File: config.mk
export PLATFORM = sky130hd
export DESIGN_NAME = terminal_escape_line_editor
export DESIGN_NICKNAME = d
export VERILOG_FILES = /design/src/hdl/tel_pkg.sv /design/src/hdl/tel_ram.sv /design/src/hdl/terminal_escape_line_editor.sv
export SDC_FILE = /design/constraint.sdc
export NUM_CORES = 1
export LEC_CHECK = 0
export ABC_CLOCK_PERIOD_IN_PS = 4600
export BUFFER_PORTS_ARGS = -buffer_cell sky130_fd_sc_hd__buf_2
export CAP_MARGIN = 20
export CORE_AREA = 2 2 231 142
export CTS_CLUSTER_DIAMETER = 30
export CTS_CLUSTER_SIZE = 24
export DETAILED_ROUTE_END_ITERATION = 16
export DIE_AREA = 0 0 233 144
export PLACE_DENSITY = 0.41
export RECOVER_POWER = 100
export SLEW_MARGIN = 5
export SYNTH_ARGS = -nofsm -noshare
export SYNTH_HDL_FRONTEND = slang
export SYNTH_SLANG_ARGS = --single-unit
File: constraint.sdc
create_clock -name clk -period 4.6 [get_ports clk]
set_clock_uncertainty 0.15 [all_clocks]
set_input_delay 0.69 -clock clk [delete_from_list [all_inputs] [get_ports clk]]
set_output_delay 0.69 -clock clk [all_outputs]
set_load 0.02 [all_outputs]
File: src/hdl/tel_pkg.sv
// shared constants for the terminal line editor: action codes, control bytes,
// command words and the item kinds passed between pipeline stages
// no dependencies
package tel_pkg;

    localparam int LINE_CAPACITY_DEF = 80;

    // action codes on the result channel
    localparam logic [3:0] ACT_NONE      = 4'd0;
    localparam logic [3:0] ACT_ECHO      = 4'd1;
    localparam logic [3:0] ACT_LEFT      = 4'd2;
    localparam logic [3:0] ACT_RIGHT     = 4'd3;
    localparam logic [3:0] ACT_DELETE    = 4'd4;
    localparam logic [3:0] ACT_BACKSPACE = 4'd5;
    localparam logic [3:0] ACT_CLEAR     = 4'd6;
    localparam logic [3:0] ACT_QUIT      = 4'd7;
    localparam logic [3:0] ACT_PROMPT    = 4'd8;

    // control bytes
    localparam logic [7:0] BYTE_BS    = 8'd8;
    localparam logic [7:0] BYTE_LF    = 8'd10;
    localparam logic [7:0] BYTE_CR    = 8'd13;
    localparam logic [7:0] BYTE_ESC   = 8'd27;
    localparam logic [7:0] BYTE_DEL   = 8'd127;
    localparam logic [7:0] BYTE_LBRK  = 8'h5B;  // '['
    localparam logic [7:0] BYTE_TILDE = 8'h7E;  // '~'
    localparam logic [7:0] BYTE_D     = 8'h44;  // 'D'
    localparam logic [7:0] BYTE_C     = 8'h43;  // 'C'
    localparam logic [7:0] BYTE_3     = 8'h33;  // '3'

    localparam int CLEAR_LEN = 5;
    localparam int QUIT_LEN  = 4;

    // what the second stage has to do with an item
    localparam logic [1:0] KIND_FIXED = 2'd0;
    localparam logic [1:0] KIND_STORE = 2'd1;
    localparam logic [1:0] KIND_BS    = 2'd2;
    localparam logic [1:0] KIND_ENTER = 2'd3;

    function automatic logic [7:0] clear_char(input logic [2:0] idx);
        logic [7:0] c;
        case (idx)
            3'd0:    c = 8'h63;  // c
            3'd1:    c = 8'h6C;  // l
            3'd2:    c = 8'h65;  // e
            3'd3:    c = 8'h61;  // a
            3'd4:    c = 8'h72;  // r
            default: c = 8'h00;
        endcase
        return c;
    endfunction

    function automatic logic [7:0] quit_char(input logic [2:0] idx);
        logic [7:0] c;
        case (idx)
            3'd0:    c = 8'h71;  // q
            3'd1:    c = 8'h75;  // u
            3'd2:    c = 8'h69;  // i
            3'd3:    c = 8'h74;  // t
            default: c = 8'h00;
        endcase
        return c;
    endfunction

endpackage

File: src/hdl/tel_ram.sv
// generic single-clock ram, one write port and one registered read port
// no dependencies
module tel_ram #(
    parameter int WIDTH  = 8,
    parameter int DEPTH  = 80,
    parameter int ADDR_W = $clog2(DEPTH)
) (
    input  logic              clk,
    input  logic              wr_en,
    input  logic [ADDR_W-1:0] wr_addr,
    input  logic [WIDTH-1:0]  wr_data,
    input  logic              rd_en,
    input  logic [ADDR_W-1:0] rd_addr,
    output logic [WIDTH-1:0]  rd_data
);

    logic [WIDTH-1:0] mem [DEPTH];
    logic [WIDTH-1:0] rd_data_reg;

    always_ff @(posedge clk)
    begin
        if (wr_en)
        begin
            mem[wr_addr] <= wr_data;
        end
        if (rd_en)
        begin
            rd_data_reg <= mem[rd_addr];
        end
    end

    assign rd_data = rd_data_reg;

endmodule

File: src/hdl/terminal_escape_line_editor.sv
// terminal_escape_line_editor: console byte in, action code and echo byte out
// the result passes through the stage 1 register, then the output register
// throughput: one request per cycle while the output is not stalled; a backspace
//   reads a prefix-match entry from the line ram at accept time, used in stage 2
// reset: clears escape tracker, fill count and valid bits, sets the match flags;
//   the ram is not cleared, entries below the fill count are always written first
module terminal_escape_line_editor #(
    parameter int LINE_CAPACITY = tel_pkg::LINE_CAPACITY_DEF
) (
    input  logic       clk,
    input  logic       rst_n,
    input  logic       in_valid,
    output logic       in_ready,
    input  logic [7:0] rx_byte,
    output logic       out_valid,
    input  logic       out_ready,
    output logic [3:0] action,
    output logic [7:0] echo_byte
);

    import tel_pkg::*;

    localparam int FILL_W = $clog2(LINE_CAPACITY);

    localparam logic [1:0] ESC_IDLE    = 2'd0;
    localparam logic [1:0] ESC_GOT     = 2'd1;
    localparam logic [1:0] ESC_BRACKET = 2'd2;
    localparam logic [1:0] ESC_THREE   = 2'd3;

    logic [1:0]        esc_reg, esc_next;
    logic [FILL_W-1:0] fill_reg, fill_next;

    // stage 1: item accepted, ram read in flight
    logic              s1_valid_reg;
    logic [1:0]        s1_kind_reg, kind_next;
    logic [3:0]        s1_act_reg, act_next;
    logic [7:0]        s1_byte_reg;
    logic [FILL_W-1:0] s1_pos_reg;
    logic              s1_empty_reg;

    // prefix-match flags of the current line against "clear" and "quit"
    logic mc_reg, mc_next;
    logic mq_reg, mq_next;

    logic       out_valid_reg;
    logic [3:0] action_reg, action_next;
    logic [7:0] echo_reg;

    logic accept, advance;
    logic ram_wr_en, ram_rd_en;
    logic [1:0] ram_rd_data;
    logic store_c, store_q;

    assign advance  = s1_valid_reg && (!out_valid_reg || out_ready);
    assign in_ready = !s1_valid_reg || advance;
    assign accept   = in_valid && in_ready;

    // escape tracking and fill bookkeeping
    always_comb
    begin
        logic normal;
        normal    = 1'b0;
        esc_next  = esc_reg;
        fill_next = fill_reg;
        kind_next = KIND_FIXED;
        act_next  = ACT_NONE;
        unique case (esc_reg)
            ESC_IDLE:
            begin
                if (rx_byte == BYTE_ESC)
                begin
                    esc_next = ESC_GOT;
                end
                else
                begin
                    normal = 1'b1;
                end
            end
            ESC_GOT:
            begin
                if (rx_byte == BYTE_LBRK)
                begin
                    esc_next = ESC_BRACKET;
                end
                else
                begin
                    esc_next = ESC_IDLE;
                    normal   = 1'b1;
                end
            end
            ESC_BRACKET:
            begin
                esc_next = ESC_IDLE;
                if (rx_byte == BYTE_D)
                begin
                    act_next = ACT_LEFT;
                end
                else if (rx_byte == BYTE_C)
                begin
                    act_next = ACT_RIGHT;
                end
                else if (rx_byte == BYTE_3)
                begin
                    esc_next = ESC_THREE;
                end
            end
            ESC_THREE:
            begin
                esc_next = ESC_IDLE;
                if (rx_byte == BYTE_TILDE)
                begin
                    act_next = ACT_DELETE;
                end
            end
            default:
            begin
                esc_next = ESC_IDLE;
            end
        endcase

        if (normal)
        begin
            if (rx_byte == BYTE_BS || rx_byte == BYTE_DEL)
            begin
                if (fill_reg != '0)
                begin
                    fill_next = fill_reg - 1'b1;
                    kind_next = KIND_BS;
                    act_next  = ACT_BACKSPACE;
                end
            end
            else if (rx_byte == BYTE_CR || rx_byte == BYTE_LF)
            begin
                fill_next = '0;
                kind_next = KIND_ENTER;
            end
            else
            begin
                act_next = ACT_ECHO;
                if (fill_reg < FILL_W'(LINE_CAPACITY - 1))
                begin
                    fill_next = fill_reg + 1'b1;
                    kind_next = KIND_STORE;
                end
            end
        end
    end

    // a backspace that leaves a non-empty line needs the flags of the new last entry
    assign ram_rd_en = accept && (kind_next == KIND_BS) && (fill_reg > FILL_W'(1));

    assign store_c = mc_reg && (s1_pos_reg < FILL_W'(CLEAR_LEN))
                     && (s1_byte_reg == clear_char(s1_pos_reg[2:0]));
    assign store_q = mq_reg && (s1_pos_reg < FILL_W'(QUIT_LEN))
                     && (s1_byte_reg == quit_char(s1_pos_reg[2:0]));

    assign ram_wr_en = advance && (s1_kind_reg == KIND_STORE);

    tel_ram #(
        .WIDTH (2),
        .DEPTH (LINE_CAPACITY)
    ) u_prefix_ram (
        .clk     (clk),
        .wr_en   (ram_wr_en),
        .wr_addr (s1_pos_reg),
        .wr_data ({store_c, store_q}),
        .rd_en   (ram_rd_en),
        .rd_addr (fill_reg - FILL_W'(2)),
        .rd_data (ram_rd_data)
    );

    // stage 2: resolve line commands and keep the match flags current
    always_comb
    begin
        mc_next     = mc_reg;
        mq_next     = mq_reg;
        action_next = s1_act_reg;
        unique case (s1_kind_reg)
            KIND_STORE:
            begin
                mc_next = store_c;
                mq_next = store_q;
            end
            KIND_BS:
            begin
                if (s1_empty_reg)
                begin
                    mc_next = 1'b1;
                    mq_next = 1'b1;
                end
                else
                begin
                    mc_next = ram_rd_data[1];
                    mq_next = ram_rd_data[0];
                end
            end
            KIND_ENTER:
            begin
                mc_next = 1'b1;
                mq_next = 1'b1;
                if (mc_reg && s1_pos_reg == FILL_W'(CLEAR_LEN))
                begin
                    action_next = ACT_CLEAR;
                end
                else if (mq_reg && s1_pos_reg == FILL_W'(QUIT_LEN))
                begin
                    action_next = ACT_QUIT;
                end
                else
                begin
                    action_next = ACT_PROMPT;
                end
            end
            default:
            begin
                mc_next = mc_reg;
                mq_next = mq_reg;
            end
        endcase
    end

    always_ff @(posedge clk or negedge rst_n)
    begin
        if (!rst_n)
        begin
            esc_reg       <= ESC_IDLE;
            fill_reg      <= '0;
            s1_valid_reg  <= 1'b0;
            s1_kind_reg   <= KIND_FIXED;
            mc_reg        <= 1'b1;
            mq_reg        <= 1'b1;
            out_valid_reg <= 1'b0;
        end
        else
        begin
            if (accept)
            begin
                esc_reg     <= esc_next;
                fill_reg    <= fill_next;
                s1_kind_reg <= kind_next;
            end
            if (accept)
            begin
                s1_valid_reg <= 1'b1;
            end
            else if (advance)
            begin
                s1_valid_reg <= 1'b0;
            end
            if (advance)
            begin
                mc_reg        <= mc_next;
                mq_reg        <= mq_next;
                out_valid_reg <= 1'b1;
            end
            else if (out_ready)
            begin
                out_valid_reg <= 1'b0;
            end
        end
    end

    always_ff @(posedge clk)
    begin
        if (accept)
        begin
            s1_act_reg   <= act_next;
            s1_byte_reg  <= rx_byte;
            s1_pos_reg   <= fill_reg;
            s1_empty_reg <= (fill_reg == FILL_W'(1));
        end
        if (advance)
        begin
            action_reg <= action_next;
            echo_reg   <= (action_next == ACT_ECHO) ? s1_byte_reg : 8'd0;
        end
    end

    assign out_valid = out_valid_reg;
    assign action    = action_reg;
    assign echo_byte = echo_reg;

endmodule
==> results.ini, run 1 <==
[run_status]
outcome = finished, violations left
violations = capacitance limit, slew limit

[clocking]
path_clk_slew_ns = 0.05
clock-sinks = 208
root_buffer = clkbuf_16
clk_latency_ns = 0.53
clk_path_buf_depth = 3
cts_buffers = 37
cts_tree = done
cts_setup_buffers = 0
htree_levels = 2

[cells_and_area]
drive_gt1_share_pct = 16.6
largest_reg_flops = 160
fin_cells = 1148
final_cell_area_sq_um = 11000
antenna_cells = 0
fin_nets = 714
areaGrowthSynthToFinish_pct = 18.4

[synth]
synth_largest_area_cell = edfxtp_1
synth-edff-count = 193
avgSynthCellArea_sq_um = 14.3
synth_top_flop_cell = edfxtp_1
synthArstFlopShare_pct = 7.21
synth_area_leaders = edfxtp_1, mux4_2, nor2_1
synth-seq-cells = 208
synth_warnings = 0
yosys.area_share.simple_pct = 13.7
syn-num-nets = 672
synth_top_area_share_pct = 62.2
synth-xor-area-share_pct = 0.833
ys_seq_area_share_pct = 66.3
synth_compound_area_share_pct = 5.44
synth_cell_types = 59
synth_area_sq_um = 9310
synthCells = 653
synth.area.mux_share_pct = 10.7
synthAdderAreaFrac_pct = 0.941
synth_top_family_by_area = simple AND/OR/NAND/NOR gates

[die]
start_util_pct = 29.4
die_area_sq_um = 33600
boundaryPins = 26
die_h_microns = 144
die_w_microns = 233
core-area_sq_um = 31700
num_rows = 51

[drt]
first_pass_iters = 5
ant_nets = 0
routed_via_density = 4.96
drt_drc_violations_left = 0
drt_iter0_markers = 522
totalWireLength_microns = 23800
vias = 5699
wl_per_cell_microns = 20.7

[critical_path]
worst_setup_path_start_kind = flip-flop
r2r-start = fill_reg[1]
crit_fanout = 33
cp-end-kind = flip-flop
required_ns = 4.71
path_class = flip-flop to flip-flop
arrival_ns = 3.82
cp-startpoint = fill_reg[1]

[sta]
hold_slack_ns = 0.212
period_share_pct = 80.6
fin_tns_setup_ns = 0
finalMaxSlewViolations = 34
fin_crit_ns = 3.71
worst_pin_slew_ns = 2.13
finalSetupViolations = 0
fmax_ghz = 0.270
rsz0062_at_grt = no
slew_headroom_pct = -42.0
hold_viol_final = 0

[place]
globalplace.congestion = 0.816
placed_cells = 1079
hpwl_microns = 15700
place_area_sq_um = 9890
numPortBuffers = 25

[global_routing]
grt_pass1_wl_microns = 36500
grt_pass1_vias = 5805
grt_use_total_pct = 14.8
grt_antenna_before_repair = 0
grt_max_degree = 81
overflow = 0

[pwr]
power.density_nw_per_um2 = 553
leakagePower_nw = 3.84
ir_drop_mv = 0.251

[job]
drv_cap = 1

[hold_path]
min_from = in_valid
worstHoldPathType = input port to flip-flop

[cells by family (layout without fill, tap and decap cells)]
group / Yosys count / in the layout
simple gates: 268 / 268
flops: 208 / 208
compound gates: 76 / 76
mux: 47 / 47
buf+inv: 39 / 110
xor+xnor: 8 / 8
fa+ha+maj: 7 / 7
[worst max-delay path, stage by stage (launching register included)]
cell and delay (ns):
dfrtp_2 0.55, clkbuf_1 1.56, mux4_2 0.45, mux2i_1 0.31, a32oi_1 0.14, nand4_1 0.15, nand3_1 0.11
[cells in the mapped netlist, drive strengths merged, types with 6 or more instances]
master / number
nand2: 64
nor2: 107
edfxtp: 193
clkbuf: 12
ha: 7
and2: 14
mux4: 42
nand4: 12
buf: 20
dfrtp: 13
nor2b: 8
a31oi: 10
nor3: 9
o31ai: 6
a21oi: 18
nand3: 18
nand2b: 6
o21ai: 21
inv: 7
[through the flow]
stage	total power, mW	util (%)	setup slack, ns
2_1_floorplan	3.11	-	0.638
3_3_place_gp	3.49	31.2	1.25
6_report	6.09	34.7	0.894
3_5_place_dp	3.50	31.2	1.14
5_1_grt	6.37	34.7	0.585
4_1_cts	6.18	35.0	1.32
[routing by layer]
metal	global-route usage, %	share of wire (%)	vias up	wire (microns)
li1	-	-	2595	-
met1	23.8	53	2896	12600
met2	19.1	39	171	9190
met3	3.29	6.3	37	1490
met4	4.86	2.0	0	479
met5	0	0	-	0
[final timing paths]
check,endpoint,slack [ns],depth (start not counted)
setup / recovery,u_prefix_ram.rd_data[1],0.89,6
hold / removal,s1_valid_reg,0.21,2
setup reg to reg,u_prefix_ram.rd_data[1],0.89,6
hold reg to reg,out_valid,0.34,1
max in group asynchronous,fill_reg[0],2.93,2
min in group asynchronous,s1_kind_reg[1],0.69,2
[placed cells by master, fill, tap and decap left out, types with 8 or more instances in the layout]
| cell | synthesis | final |
|---|---|---|
| edfxtp_1 | 193 | 193 |
| nor2_1 | 107 | 107 |
| nand2_1 | 64 | 64 |
| mux4_2 | 42 | 42 |
| clkbuf_16 | 0 | 39 |
| clkbuf_1 | 12 | 31 |
| nand3_1 | 18 | 18 |
| a21oi_1 | 18 | 18 |
| o21ai_0 | 13 | 14 |
| nand4_1 | 12 | 12 |
| dfrtp_1 | 13 | 11 |
| a31oi_1 | 10 | 10 |
| clkinv_2 | 0 | 10 |
| nor3_1 | 8 | 8 |
| nor2b_1 | 8 | 8 |
| and2_0 | 0 | 8 |
[report_power, final]
group          total, mW  leakage, nW  internal, mW  switching (mW)
clock network       2.65        0.587          1.71           0.936
registers           2.32         2.34          2.12           0.197
logic               1.12        0.918         0.421           0.699
total               6.09         3.84          4.26            1.83
[timing repair]
action / in CTS / in global routing
resized for setup: 0 / 0
hold buffers: 1 / 0
hold endpoints to repair: 13 / 0
[layout make-up]
cell class                 count  area (sq um)
sequential                   208          6180
inverter                       7          26.3
multi-input combinational    406          2920
tap                          424           531
timing repair buffer          35           156
fill                        3042         20700
clock inverter                25           219
clock buffer                  43           991
Power figures use the tool's default switching activity.
==> inputs of run 2 (changes only) <==
- ABC_AREA: not set -> 1
- ABC_CLOCK_PERIOD_IN_PS: 4600 -> 3700
- CORE_AREA: 2 2 231 142 -> 2 2 237 145
- DIE_AREA: 0 0 233 144 -> 0 0 239 147
- clock period: 4.6 -> 3.7 ns (I/O delays scaled with it)
==> run 2 against run 1 <==
  * The run now ends clean
  * Clock power grew 29%
  * Critical path depth grew 3
  * Final cell count grew 30%
  * Register-to-register slack lost 0.30 ns
  * Synthesized cell count grew 51%
  * Routed wire length grew 19%
  * Setup slack lost 0.30 ns
  * Flip-flop and latch count is the same
  * Clock-buffer cell count shrank 1
  * Largest power group unchanged
==> results.ini, run 2 <==
[synth]
synthCells = 989  ; +51%
synth_area_leaders = edfxtp_1, nand2_1, nor2_1
synthAdderAreaFrac_pct = 0.896  ; -0.045 points
syn-num-nets = 1008  ; +50%
synth_cell_types = 46  ; -22%
yosys.area_share.simple_pct = 23.9  ; +10 points
synth-xor-area-share_pct = 1.51  ; +0.68 points
synthArstFlopShare_pct = 7.21  ; unchanged
synth-edff-count = 193  ; unchanged
synth_largest_area_cell = edfxtp_1
synth.area.mux_share_pct = 0  ; -11 points
ys_seq_area_share_pct = 63.1  ; -3.2 points
yosys.cell_count.top_type = nand2_1
synth-seq-cells = 208  ; unchanged
avgSynthCellArea_sq_um = 9.89  ; -31%
synth_compound_area_share_pct = 5.12  ; -0.32 points
synth_top_flop_cell = edfxtp_1
synth_top_area_share_pct = 59.3  ; -3.0 points
synth_top_family_by_area = simple AND/OR/NAND/NOR gates
synth_area_sq_um = 9780  ; +5.0%
synth_warnings = 0  ; unchanged
synth_common_cells = nand2_1, edfxtp_1, nor2_1

[hold_path]
hold_depth = 3  ; +1
worstHoldPathType = input port to flip-flop
min_from = in_valid
worst_hold_path.endpoint = s1_valid_reg

[critical_path]
path_delay_family = buffers and inverters
r2r-start = s1_pos_reg[2]
rr_worst_depth = 9  ; +3
crit_chain = buf_4 -> inv_1 -> nand2_1 -> xor2_1 -> inv_1 -> nand4_1 -> nand3b_1 -> nor3_4 -> clkbuf_1
worst_setup_path_start_kind = flip-flop
cp-end-kind = flip-flop
cp_slowest_cell = clkbuf_1
reg2reg_slack_ns = 0.59  ; -0.30 ns
cp_slowest_stage_delay_ns = 0.59  ; -0.97 ns
r2r_end = u_prefix_ram.mem[33][0]
path_buf_inv = 4  ; +3
crit_fanout = 16  ; -52%
arrival_ns = 3.17  ; -0.65 ns
path_class = flip-flop to flip-flop
cp_common_cell = inv_1
required_ns = 3.76  ; -0.95 ns

[place]
globalplace.congestion = 0.787  ; -3.5%
numPortBuffers = 25  ; unchanged
placed_cells = 1426  ; +32%
dp_slack_ns = 0.853  ; -0.283 ns
hpwl_microns = 18700  ; +19%

[clocking]
clk_path_buf_depth = 3  ; unchanged
path_clk_slew_ns = 0.05  ; about the same
cts_setup_buffers = 0  ; unchanged
clock-sinks = 208  ; unchanged
cts_tree = done
clk_latency_ns = 0.51  ; -0.02 ns
root_buffer = clkbuf_16
cts_buffers = 35  ; -5.4%
htree_levels = 2  ; unchanged
cts_hold_buffers = 1  ; unchanged
ctsResizeCount = 0  ; unchanged

[pwr]
leakagePower_nw = 4.48  ; +17%
ir_drop_mv = 0.613  ; +140%
power.density_nw_per_um2 = 776  ; +40%

[drt]
drt_iter0_markers = 542  ; +3.8%
ant_nets = 0  ; unchanged
wl_per_cell_microns = 18.9  ; -8.7%
drt_drc_violations_left = 0  ; unchanged
vias = 7014  ; +23%
routed_via_density = 4.71  ; -5.2%
totalWireLength_microns = 28200  ; +19%
first_pass_iters = 4  ; -1

[cells_and_area]
layout_common_cells = nand2_1, edfxtp_1, nor2_1
fin_nets = 1051  ; +47%
fin_cells = 1490  ; +30%
largest_reg_flops = 160  ; unchanged
areaGrowthSynthToFinish_pct = 18.2
drive_gt1_share_pct = 8.14  ; -8.4 points
fillerInstances = 3428  ; +13%
final_common_cell = nand2_1
post-route-util_pct = 34.8  ; +0.092 points

[sta]
worst_pin_slew_ns = 1.30  ; -0.832 ns
hold_viol_final = 0  ; unchanged
setup_ws_ns = 0.590  ; -0.305 ns
period_share_pct = 84.1  ; +3.5 points
finalSetupViolations = 0  ; unchanged
rsz0062_at_grt = no
fmax_ghz = 0.322  ; +19%
finalMaxSlewViolations = 0  ; -100%
fin_crit_ns = 3.11  ; -0.595 ns
slew_headroom_pct = 13.5  ; +55 points
fin_tns_setup_ns = 0  ; unchanged
hold_slack_ns = 0.118  ; -0.0938 ns

[die]
start_util_pct = 29.5  ; +0.11 points
boundaryPins = 26  ; unchanged
die_area_sq_um = 35100  ; +4.7%
core-area_sq_um = 33200  ; +4.6%
num_rows = 52  ; +2.0%
die_h_microns = 147  ; +2.1%
die_w_microns = 239  ; +2.6%

[global_routing]
grt_antenna_before_repair = 1  ; +1
overflow = 0  ; unchanged
grt_pass1_wl_microns = 42700  ; +17%
grt_max_degree = 87  ; +7.4%
grt_use_total_pct = 16.4  ; +1.6 points
grt_pass1_vias = 6698  ; +15%

[job]
drv_cap = 0  ; -1

[run_status]
outcome = finished, final reports clean

==> run 2: how the worst max path moves through the flow <==
stage / from / to / slack (ns) / cells past startpoint
6_report: s1_pos_reg[2] / u_prefix_ram.mem[33][0] / 0.59 / 9
5_1_grt: s1_pos_reg[2] / u_prefix_ram.mem[1][0] / 0.33 / 9
4_1_cts: s1_pos_reg[2] / u_prefix_ram.mem[49][0] / 0.82 / 9
3_5_place_dp: s1_pos_reg[2] / u_prefix_ram.mem[27][0] / 0.85 / 9
3_3_place_gp: s1_pos_reg[2] / u_prefix_ram.mem[24][0] / 0.78 / 9
2_1_floorplan: s1_pos_reg[2] / u_prefix_ram.mem[0][0] / 0.04 / 8
==> run 2: logic make-up after synthesis <==
logic type | Yosys count
DFF | 208
and+or+nand+nor | 544
AOI/OAI and AO/OA | 82
xor gates and xnor gates | 16
adders and majority gates | 7
buffers and inverters | 132
==> run 2: layout make-up <==
class	count	area [sq um]	share of cell area, %
Inverter	98	368	3.18
Tap cell	432	541	4.68
Timing Repair Buffer	40	254	2.20
Antenna cell	1	2.50	0.0216
Multi-Input combinational cell	649	2990	25.9
Clock buffer	42	945	8.17
Sequential cell	208	6170	53.4
Clock inverter	20	287	2.48
==> run 2: metrics by stage <==
stage | power (mW) | instance area (sq um)
2_1_floorplan | 4.72 | 9780
3_3_place_gp | 5.68 | 10400
6_report | 8.97 | 11600
5_1_grt | 9.50 | 11600
3_5_place_dp | 5.63 | 10400
4_1_cts | 9.10 | 11700
==> run 2: report_power, final <==
| part | internal [mW] | leakage, nW | total, mW | switching (mW) |
|---|---|---|---|---|
| clock network | 2.30 | 0.594 | 3.43 | 1.13 |
| logic | 0.780 | 1.83 | 2.73 | 1.96 |
| registers | 2.69 | 2.05 | 2.80 | 0.116 |
==> run 2: worst reg2reg max path, stage by stage (launching register included) <==
cell and delay, ns:
edfxtp_1 0.45, buf_4 0.22, inv_1 0.27, nand2_1 0.12, xor2_1 0.16, inv_1 0.05, nand4_1 0.08, nand3b_1 0.23
nor3_4 0.50, clkbuf_1 0.59
==> run 2: layer usage <==
metal / routed length (microns) / GRT usage (%) / vias to the layer above
met5: 0 / 0 / -
met4: 452 / 3.97 / 0
met3: 1850 / 4.51 / 38
met2: 9880 / 19.5 / 151
met1: 16000 / 27.8 / 3392
li1: - / - / 3433
==> inputs of run 3 (changes only) <==
- ABC_AREA: 1 -> 0
- ABC_CLOCK_PERIOD_IN_PS: 3700 -> 2530
- CORE_AREA: 2 2 237 145 -> 2 2 231 142
- DIE_AREA: 0 0 239 147 -> 0 0 233 144
- PLACE_DENSITY: 0.41 -> 0.42
- clock period: 3.7 -> 2.53 ns (I/O delays scaled with it)
==> run 3 against run 2 <==
  * Clock power grew 34%
  * Sequential power rose by 44%
  * Core utilization increased by 1.2 points
  * Via count shrank 15%
  * Sequential share of layout area increased by 0.60 points
  * Non-clock buffer count rose by 42
  * Final cell count is 20% lower
  * First-iteration DRC count increased by 11%
  * Flip-flop and latch count is the same
  * Die area decreased by 4.5%
  * Critical path depth did not move
  * Critical endpoint is now fill_reg[6]
  * Largest power group unchanged
  * Highest routed layer unchanged
==> results.ini, run 3 (synthesized netlist as in run 1, its figures left out) <==
[drt]
ant_nets = 0  ; unchanged
vias = 5972  ; -15%
drt_iter0_markers = 601  ; +11%
wl_per_cell_microns = 21.3  ; +12%
routed_via_density = 5.03  ; +6.8%
drt_drc_violations_left = 0  ; unchanged
first_pass_iters = 6  ; +2
totalWireLength_microns = 25300  ; -10%

[critical_path]
worst_setup_path_start_kind = input port
cp-end-kind = flip-flop
arrival_ns = 2.69  ; -0.48 ns
r2r_end = u_prefix_ram.rd_data[1]
reg2reg_slack_ns = 0.11  ; -0.48 ns
r2r-start = fill_reg[0]
crit_fanout = 7  ; -9
required_ns = 2.75  ; -1.01 ns
path_class = input port to flip-flop
rr_worst_depth = 5  ; -4

[hold_path]
worst_hold_path.endpoint = out_valid
min_from = out_ready
worstHoldPathType = input port to flip-flop
hold_depth = 3  ; unchanged

[die]
die_h_microns = 144  ; -2.0%
num_rows = 51  ; -1.9%
boundaryPins = 26  ; unchanged
core-area_sq_um = 31700  ; -4.4%
die_w_microns = 233  ; -2.5%
die_area_sq_um = 33600  ; -4.5%
start_util_pct = 29.4  ; -0.11 points

[cells_and_area]
multi_input_area_sq_um = 3000  ; +0.42%
layout_common_cells = edfxtp_1, nor2_1, nand2_1
final_cell_area_sq_um = 11400  ; -1.1%
area.sequential_sq_um = 6170  ; unchanged
areaGrowthSynthToFinish_pct = 22.8
fillerInstances = 3003  ; -12%
fin_cells = 1188  ; -20%
antenna_cells = 0  ; -1
largest_reg_flops = 160  ; unchanged
fin_nets = 758  ; -28%
final_common_cell = edfxtp_1
drive_gt1_share_pct = 21.7  ; +14 points

[pwr]
p_sw_share_pct = 29.2  ; -6.5 points
power.density_nw_per_um2 = 979  ; +26%
pwr-share-clk_pct = 41.1  ; +2.8 points
intPower_mw = 7.92  ; +37%
switchingPower_mw = 3.26  ; +2.0%
leakagePower_nw = 4.04  ; -9.7%
ir_drop_mv = 0.448  ; -27%
seqPwrFrac_pct = 36.1  ; +4.8 points
totalPowerFinal_mw = 11.2  ; +25%
power_frac_comb_pct = 22.8  ; -7.7 points

[place]
numPortBuffers = 25  ; unchanged
hpwl_microns = 17400  ; -6.7%
place_area_sq_um = 10300  ; -1.3%
placed_cells = 1122  ; -21%
dp_slack_ns = -0.107  ; -0.961 ns
globalplace.congestion = 0.850  ; +8.0%

[global_routing]
grt_use_total_pct = 15.6  ; -0.77 points
grt_antenna_before_repair = 0  ; -1
grt_max_degree = 81  ; -6.9%
grt_pass1_wl_microns = 38200  ; -11%
overflow = 0  ; unchanged
grt_pass1_vias = 5834  ; -13%

[sta]
rsz0062_at_grt = no
fmax_ghz = 0.406
setup_ws_ns = 0.0647  ; -0.525 ns
period_share_pct = 97.4
slew_headroom_pct = 30.2  ; +17 points
finalSetupViolations = 0  ; unchanged
hold_viol_final = 0  ; unchanged
finalMaxSlewViolations = 0  ; unchanged
worst_pin_slew_ns = 1.05  ; -0.251 ns
fin_crit_ns = 2.47

[clocking]
root_buffer = clkbuf_16
cts_tree = done
clk_path_buf_depth = 3  ; unchanged
cts_buffers = 34  ; -2.9%
clock-sinks = 208  ; unchanged
htree_levels = 2  ; unchanged
path_clk_slew_ns = 0.05  ; about the same
clk_latency_ns = 0.51  ; about the same

[run_status]
outcome = finished, final reports clean

[job]
drv_cap = 0  ; unchanged

[run 3: per-layer routing]
metal  vias up  GRT usage [%]  part of all wire (%)
li1       2689              -                     -
met1      3029           25.7                    54
met2       208           18.5                    36
met3        46           5.13                   8.0
met4         0           4.49                   1.8
met5         -              0                     0
[run 3: timing repair]
action / CTS / global route
setup buffers: 0 / 0
hold buffers: 5 / 0
resized for setup: 1 / 3
endpoints found under the setup margin: 2 / 160
pin swaps: 0 / 1
hold endpoints to repair: 19 / 0
[run 3: worst max-delay path by stage]
| stage | startpoint | to | slack [ns] |
|---|---|---|---|
| after floorplan | s1_pos_reg[5] | u_prefix_ram.mem[0][0] | -0.57 |
| after global placement | rx_byte[5] | u_prefix_ram.rd_data[0] | -0.09 |
| after detailed placement | rx_byte[5] | u_prefix_ram.rd_data[0] | -0.11 |
| after CTS | s1_pos_reg[5] | u_prefix_ram.mem[2][1] | 0.04 |
| after global routing | rx_byte[4] | s1_act_reg[0] | 0.02 |
| final | rx_byte[3] | fill_reg[6] | 0.06 |
[run 3: critical path, cell delays in order]
cell           delay [ns]
dlygate4sd3_1        0.53
clkbuf_1             0.16
and4_1               0.29
and4_1               0.23
buf_4                0.16
o21ai_0              0.34
o31ai_4              0.13
and2_4               0.22
a31o_1               0.25
[run 3: power by group through the flow]
stage / sequential (mW) / combinational, mW / clock [mW]
global route: 4.06 / 2.76 / 4.87
CTS: 4.03 / 2.60 / 4.71
floorplan: 4.02 / 1.71 / 0
finish: 4.04 / 2.55 / 4.59
global placement: 4.10 / 2.55 / 0
detailed placement: 4.10 / 2.58 / 0
[run 3: metrics by stage]
stage,setup TNS [ns],hold WS (ns),utilization [%]
floorplan,-45.90,-0.0661,-
global placement,-0.188,0.196,32.5
detailed placement,-0.215,0.195,32.5
CTS,0,0.00861,36.3
global route,0,0.0429,36.0
finish,0,0.0303,36.0
[run 3: cell type report]
cell class	count	area share, %
Multi-Input combinational cell	406	26.3
Sequential cell	208	54.0
Inverter	7	0.263
Clock buffer	41	7.86
Tap cell	424	4.64
Timing Repair Buffer	82	4.91
Clock inverter	20	2.05
